### src/rtl/core/rpc_pkg.sv
`default_nettype none

package rpc_pkg;

    localparam int unsigned OFFSET_W = 23;
    localparam int unsigned LENGTH_W = 24;
    localparam int unsigned POS_W    = 24;
    localparam int unsigned END_W    = 25;
    localparam int unsigned CRC_W    = 32;
    localparam int unsigned CFG_W    = 32;
    localparam int unsigned INDEX_W  = 3;

    localparam logic [POS_W-1:0] MAX_REGION_BYTES = 24'd8388608;
    localparam logic [CRC_W-1:0] CRC_INIT         = 32'hffffffff;
    localparam logic [CRC_W-1:0] CRC_POLY         = 32'h82f63b78;

    typedef enum logic [INDEX_W-1:0] {
        REG_PAYLOAD_OFFSET       = 3'd0,
        REG_PAYLOAD_LENGTH       = 3'd1,
        REG_FILL_VALUE           = 3'd2,
        REG_CHECK_SENTINELS      = 3'd3,
        REG_PATTERN_SEED         = 3'd4,
        REG_PATTERN_MULTIPLIER   = 3'd5,
        REG_PATTERN_QUARTER_STEP = 3'd6,
        REG_CRC_EXPECTED         = 3'd7
    } cfg_index_t;

    typedef struct packed {
        logic [OFFSET_W-1:0] payload_offset;
        logic [LENGTH_W-1:0] payload_length;
        logic [7:0]          fill_value;
        logic                check_sentinels;
        logic [7:0]          pattern_seed;
        logic [7:0]          pattern_multiplier;
        logic [7:0]          pattern_quarter_step;
        logic [CRC_W-1:0]    crc_expected;
    } cfg_t;

    function automatic logic [CRC_W-1:0] crc32c_byte(
        input logic [CRC_W-1:0] crc_in,
        input logic [7:0]       data_in
    );
        logic [CRC_W-1:0] crc;
        crc = crc_in ^ {24'd0, data_in};
        for (int k = 0; k < 8; k++)
        begin
            crc = (crc >> 1) ^ (crc[0] ? CRC_POLY : '0);
        end
        return crc;
    endfunction

endpackage

`default_nettype wire

### src/rtl/core/rpc_scan.sv
`default_nettype none

module rpc_scan (
    input  wire logic                      clk,
    input  wire logic                      rst_n,
    input  wire rpc_pkg::cfg_t             cfg,
    input  wire logic                      in_valid,
    output logic                           in_ready,
    input  wire logic [7:0]                data_byte,
    input  wire logic                      last,
    output logic                           out_valid,
    input  wire logic                      out_ready,
    output logic                           pattern_match,
    output logic                           fill_intact,
    output logic [rpc_pkg::CRC_W-1:0]      checksum,
    output logic                           checksum_match,
    output logic                           region_too_short
);

    logic                        s_valid_reg;
    logic [7:0]                  s_byte_reg;
    logic                        s_last_reg;

    logic [rpc_pkg::POS_W-1:0]   pos_reg, pos_next;
    logic [rpc_pkg::CRC_W-1:0]   crc_reg, crc_next;
    logic [7:0]                  pattern_reg, pattern_next;
    logic                        payload_ok_reg, payload_ok_next;
    logic                        sentinel_ok_reg, sentinel_ok_next;

    logic                        out_valid_reg;
    logic                        pattern_match_reg;
    logic                        fill_intact_reg;
    logic [rpc_pkg::CRC_W-1:0]   checksum_reg;
    logic                        checksum_match_reg;
    logic                        region_too_short_reg;

    logic                        out_free;
    logic                        s_advance;
    logic                        in_fire;
    logic [rpc_pkg::END_W-1:0]   region_end;
    logic                        in_range;
    logic                        in_window;
    logic                        first_idx;
    logic [1:0]                  idx_low;
    logic [7:0]                  expect_byte;
    logic [7:0]                  quarter_add;
    logic                        too_short;
    logic [rpc_pkg::CRC_W-1:0]   crc_final;

    assign out_free  = !out_valid_reg || out_ready;
    assign s_advance = s_valid_reg && (!s_last_reg || out_free);
    assign in_ready  = !s_valid_reg || s_advance;
    assign in_fire   = in_valid && in_ready;

    assign region_end = {2'b00, cfg.payload_offset} + {1'b0, cfg.payload_length};
    assign in_range   = pos_reg < rpc_pkg::MAX_REGION_BYTES;
    assign in_window  = ({1'b0, pos_reg} >= {2'b00, cfg.payload_offset})
                        && ({1'b0, pos_reg} < region_end);
    assign first_idx  = pos_reg == {1'b0, cfg.payload_offset};
    assign idx_low    = pos_reg[1:0] - cfg.payload_offset[1:0];

    always_comb
    begin
        expect_byte      = first_idx ? cfg.pattern_seed : pattern_reg;
        quarter_add      = (idx_low == 2'd3) ? cfg.pattern_quarter_step : 8'd0;
        pos_next         = pos_reg;
        crc_next         = crc_reg;
        pattern_next     = pattern_reg;
        payload_ok_next  = payload_ok_reg;
        sentinel_ok_next = sentinel_ok_reg;
        if (in_range)
        begin
            if (in_window)
            begin
                if (s_byte_reg != expect_byte)
                begin
                    payload_ok_next = 1'b0;
                end
                crc_next     = rpc_pkg::crc32c_byte(crc_reg, s_byte_reg);
                pattern_next = expect_byte + cfg.pattern_multiplier + quarter_add;
            end
            else if (cfg.check_sentinels && (s_byte_reg != cfg.fill_value))
            begin
                sentinel_ok_next = 1'b0;
            end
            pos_next = pos_reg + 1'b1;
        end
        too_short = {1'b0, pos_next} < region_end;
        crc_final = ~crc_next;
    end

    // input word register
    always_ff @(posedge clk or negedge rst_n)
    begin
        if (!rst_n)
        begin
            s_valid_reg <= 1'b0;
        end
        else if (in_ready)
        begin
            s_valid_reg <= in_valid;
        end
    end

    always_ff @(posedge clk)
    begin
        if (in_fire)
        begin
            s_byte_reg <= data_byte;
            s_last_reg <= last;
        end
    end

    // region state; restart after the last word
    always_ff @(posedge clk or negedge rst_n)
    begin
        if (!rst_n)
        begin
            pos_reg         <= '0;
            crc_reg         <= rpc_pkg::CRC_INIT;
            payload_ok_reg  <= 1'b1;
            sentinel_ok_reg <= 1'b1;
        end
        else if (s_advance)
        begin
            if (s_last_reg)
            begin
                pos_reg         <= '0;
                crc_reg         <= rpc_pkg::CRC_INIT;
                payload_ok_reg  <= 1'b1;
                sentinel_ok_reg <= 1'b1;
            end
            else
            begin
                pos_reg         <= pos_next;
                crc_reg         <= crc_next;
                payload_ok_reg  <= payload_ok_next;
                sentinel_ok_reg <= sentinel_ok_next;
            end
        end
    end

    always_ff @(posedge clk or negedge rst_n)
    begin
        if (!rst_n)
        begin
            pattern_reg <= '0;
        end
        else if (s_advance)
        begin
            if (s_last_reg)
            begin
                pattern_reg <= cfg.pattern_seed;
            end
            else
            begin
                pattern_reg <= pattern_next;
            end
        end
    end

    // result register
    always_ff @(posedge clk or negedge rst_n)
    begin
        if (!rst_n)
        begin
            out_valid_reg <= 1'b0;
        end
        else if (out_free)
        begin
            out_valid_reg <= s_advance && s_last_reg;
        end
    end

    always_ff @(posedge clk)
    begin
        if (s_advance && s_last_reg)
        begin
            region_too_short_reg <= too_short;
            if (too_short)
            begin
                pattern_match_reg    <= 1'b0;
                fill_intact_reg      <= 1'b0;
                checksum_reg         <= '0;
                checksum_match_reg   <= 1'b0;
            end
            else
            begin
                pattern_match_reg    <= payload_ok_next;
                fill_intact_reg      <= !cfg.check_sentinels || sentinel_ok_next;
                checksum_reg         <= crc_final;
                checksum_match_reg   <= crc_final == cfg.crc_expected;
            end
        end
    end

    assign out_valid        = out_valid_reg;
    assign pattern_match    = pattern_match_reg;
    assign fill_intact      = fill_intact_reg;
    assign checksum         = checksum_reg;
    assign checksum_match   = checksum_match_reg;
    assign region_too_short = region_too_short_reg;

    a_pos_bounded: assert property (@(posedge clk) disable iff (!rst_n)
        pos_reg <= rpc_pkg::MAX_REGION_BYTES)
        else $error("byte position past saturation");

    a_restart: assert property (@(posedge clk) disable iff (!rst_n)
        s_advance && s_last_reg |=> pos_reg == '0 && crc_reg == rpc_pkg::CRC_INIT
        && payload_ok_reg && sentinel_ok_reg)
        else $error("region state not restarted after last word");

    a_short_clears: assert property (@(posedge clk) disable iff (!rst_n)
        out_valid_reg && region_too_short_reg |-> !pattern_match_reg
        && !fill_intact_reg && !checksum_match_reg && checksum_reg == '0)
        else $error("short region result carries set flags");

    a_last_stall: assert property (@(posedge clk) disable iff (!rst_n)
        s_valid_reg && s_last_reg && !out_free |=> s_valid_reg && $stable(pos_reg))
        else $error("stalled last word lost");

    a_load_when_free: assert property (@(posedge clk) disable iff (!rst_n)
        s_advance && s_last_reg |-> out_free)
        else $error("result overwritten before taken");

endmodule

`default_nettype wire

### config.mk
export PLATFORM = sky130hd
export DESIGN_NAME = rpc_scan
export DESIGN_NICKNAME = d
export VERILOG_FILES = /design/src/rtl/core/rpc_pkg.sv /design/src/rtl/core/rpc_scan.sv
export SDC_FILE = /design/constraint.sdc
export NUM_CORES = 1
export LEC_CHECK = 0
export BUFFER_PORTS_ARGS = -buffer_cell sky130_fd_sc_hd__buf_4
export CAP_MARGIN = 10
export CORE_UTILIZATION = 53
export CTS_BUF_LIST = sky130_fd_sc_hd__clkbuf_8 sky130_fd_sc_hd__clkbuf_16
export DETAILED_ROUTE_END_ITERATION = 16
export PLACE_DENSITY = 0.75
export REMOVE_ABC_BUFFERS = 1
export SYNTH_ARGS = -nofsm -noshare
export SYNTH_HDL_FRONTEND = slang
export SYNTH_SLANG_ARGS = --single-unit
### constraint.sdc
create_clock -name clk -period 4.2 [get_ports clk]
set_clock_uncertainty 0.05 [all_clocks]
set_input_delay 0.42 -clock clk [delete_from_list [all_inputs] [get_ports clk]]
set_output_delay 0.42 -clock clk [all_outputs]
set_load 0.1 [all_outputs]
==> metrics.csv <==
metric,value,unit
Setup Viol. Count Final,78,
crit path capture type,register,
Synth Cell Area,10400,um^2
Critical Path AT,7.00,ns
Post-Place Setup Slack,-3.05,ns
gr usage total,33.6,%
Final Hold Fails,0,
CTS Sinks,113,
crit path max fanout,12,
synth warn,0,
WS Path Type,primary input to register,
Power per Cell Area,376,nW/um^2
leakage power,7.01,nW
Synth Flop Type,edfxtp_1,
met2 Use GR,56.1,%
DPL Wire Length,24.2,mm
most crowded layer after global routing,met2,
maxcap violations,0,
I/O pins,163,
sequential area share after synthesis,29.7,%
Die H,142,um
largest net degree at the start of global routing,69,
area of placed instances,13500,um^2
Worst Tran Pin Value,1.04,ns
syn_area_per_cell,9.05,um^2
RSZ-0062 raised after global routing,true,
WL final,39.7,mm
Layout area overhead,49.9,%
Worst EP required,4.41,ns
leading area contributor after synthesis,edfxtp_1,
clock slew at reported path FFs,0.06,ns
Antenna Diode Count,0,
Max VDD drop,0.362,mV
Post-Syn Instances,1151,
vias in the first global route,10400,
Fmax achieved,147,MHz
die width,142,um
failing checks,negative setup slack,
CTS max path bufs,2,
Fin Hold WS,0.0748,ns
share of the synthesized area in the top cell type,13.0,%
DRC Markers,0,
grt ovf,0,
Worst-Skew Late Latency,0.44,ns
"most used cell, CP",o21a_1,
Finished Core Util,82.4,%
post-DR vias/cell,6.23,
Final period util,162,%
routability congestion estimate,0.968,
CTS tree,yes,
core area,19000,um^2
Global Route met3 Usage,7.47,%
worst rel slew slack,30.4,%
FP Rows,50,
Synth cell types,69,
worst setup margin,-2.58,ns
die area,20200,um^2
asr flop ratio synth,60.2,%
dpl cells,1758,
outcome,"complete, but fails checks",
layout cells sized above 1,40.2,%
antenna-violating nets left,0,
DR iter-0 viols,1354,
total CTS buffers,17,
Final Critical Period,6.78,ns
top post-synthesis cells by count,"ha_1 (95), xnor2_1 (91), nor2_1 (89)",
M1 GR Usage,42.7,%
Final Instance Area,15600,um^2
startpoint types,primary input,
Max H-tree Level,4,
wire per inst,21.5,um
Yosys reg bits,113,
Starting Density,54.9,%
antenna violations before repair,1,
Final Max Slew Viols,0,
worst min path class,primary input to async pin,
CTS root buf,clkbuf_16,
critical path's slowest cell,or4_1,
"count leader, synth",ha_1,
first-pass iteration count of the detailed router,8,
max incr delay on CP,0.48,ns
first-pass GRT wire length,52.7,mm
quantity of I/O buffers inserted on ports,162,
top post-synthesis cells by area,"edfxtp_1 (13%), ha_1 (11%), dfstp_2 (8.6%)",
Post-synth EDFFs,45,
DR vias,11500,
"non-filler cells, final",1848,
nets@finish,1805,
[power breakdown]
group | leakage (nW) | internal (mW) | switching, mW
combinational | 5.47 | 1.28 | 1.64
clock | 0.291 | 0.891 | 0.548
sequential | 1.25 | 1.32 | 0.184
total | 7.01 | 3.49 | 2.37
[kinds of logic (layout without fill, tap and decap cells)]
| family | Yosys count | in the layout | synth area share, % |
|---|---|---|---|
| simple gates | 340 | 340 | 16.9 |
| compound gates | 310 | 310 | 19.6 |
| xor+xnor | 157 | 157 | 14.2 |
| flops | 113 | 113 | 29.7 |
| fa+ha+maj | 106 | 106 | 13.4 |
| buf+inv | 100 | 537 | 3.73 |
| mux | 25 | 25 | 2.46 |
[metrics by stage]
stage | setup TNS [ns] | power, mW
4_1_cts | -139.39 | 5.48
2_1_floorplan | -196.96 | 3.05
6_report | -157.54 | 5.87
3_5_place_dp | -189.59 | 3.95
5_1_grt | -175.85 | 6.10
3_3_place_gp | -182.70 | 3.88
[routing by layer]
metal | vias to the layer above | share of wire, %
met5 | - | 0.030
met4 | 2 | 5.9
met3 | 256 | 11
met2 | 805 | 46
met1 | 5395 | 37
li1 | 5050 | -
[area by class of cell]
| cell class | instances | area [um^2] |
|---|---|---|
| Multi-Input combinational cell | 938 | 7660 |
| Timing Repair Buffer | 443 | 3730 |
| Fill cell | 1111 | 3340 |
| Sequential cell | 113 | 3100 |
| Clock buffer | 19 | 453 |
| Tap cell | 260 | 325 |
| Inverter | 62 | 233 |
| Clock inverter | 13 | 121 |
[path summary, 6_finish.rpt]
check / startpoint / end / slack, ns / depth (start not counted)
max: cfg[89] / checksum_match$_SDFFCE_PP0P_ / -2.58 / 29
min: rst_n / pattern_reg[0]$_DFFE_PN0P_ / 0.07 / 1
max reg2reg: crc_reg[2]$_DFFE_PN1P_ / checksum_match$_SDFFCE_PP0P_ / -0.46 / 13
min reg2reg: pattern_reg[2]$_DFFE_PN0P_ / pattern_reg[2]$_DFFE_PN0P_ / 0.43 / 2
max in group asynchronous: rst_n / pos_reg[5]$_DFFE_PN0P_ / 3.38 / 1
min in group clk: data_byte[5] / s_byte_reg[5]$_DFFE_PP_ / 0.11 / 1
[timing repair]
| action | 4_1_cts | 5_1_grt |
|---|---|---|
| hold endpoints to repair | 0 | 0 |
| gates resized for setup | 118 | 140 |
| endpoints found under the setup margin | 78 | 78 |
| pin swaps | 28 | 24 |
| setup buffers | 27 | 35 |
| cloned | 2 | 2 |
| hold buffers | 0 | 0 |
[critical path: cells and delay by family]
kind	cells	cell delay, ns
AOI/OAI and AO/OA	16	3.59
xor gates and xnor gates	1	0.23
adders and majority gates	3	0.76
buffers and inverters	3	0.42
and+or+nand+nor	6	1.56
[placed cells by master, fill, tap and decap left out, drive strengths merged, types with 8 or more instances in the layout]
cell    Yosys  routed
o31ai      11      11
nor2       90      90
dfstp      34      34
fa         10      10
o21a       10      10
edfxtp     45      45
a211oi     18      18
clkbuf     27      21
o211ai     20      20
o22ai      17      17
o22a       28      28
a31oi       9       9
inv        62      64
xor2       58      58
mux2i      20      20
a22o        9       9
and3       10      10
nand3      16      16
nand4      22      22
nand2b     12      12
o21ai      67      67
a21o       14      14
nor3        8       8
nor2b      59      59
nand2      75      75
xnor2      99      99
buf        11     441
and4        9       9
dfrtp      34      34
or4        14      14
ha         95      95
a21oi      76      76
Power figures use the tool's default switching activity.
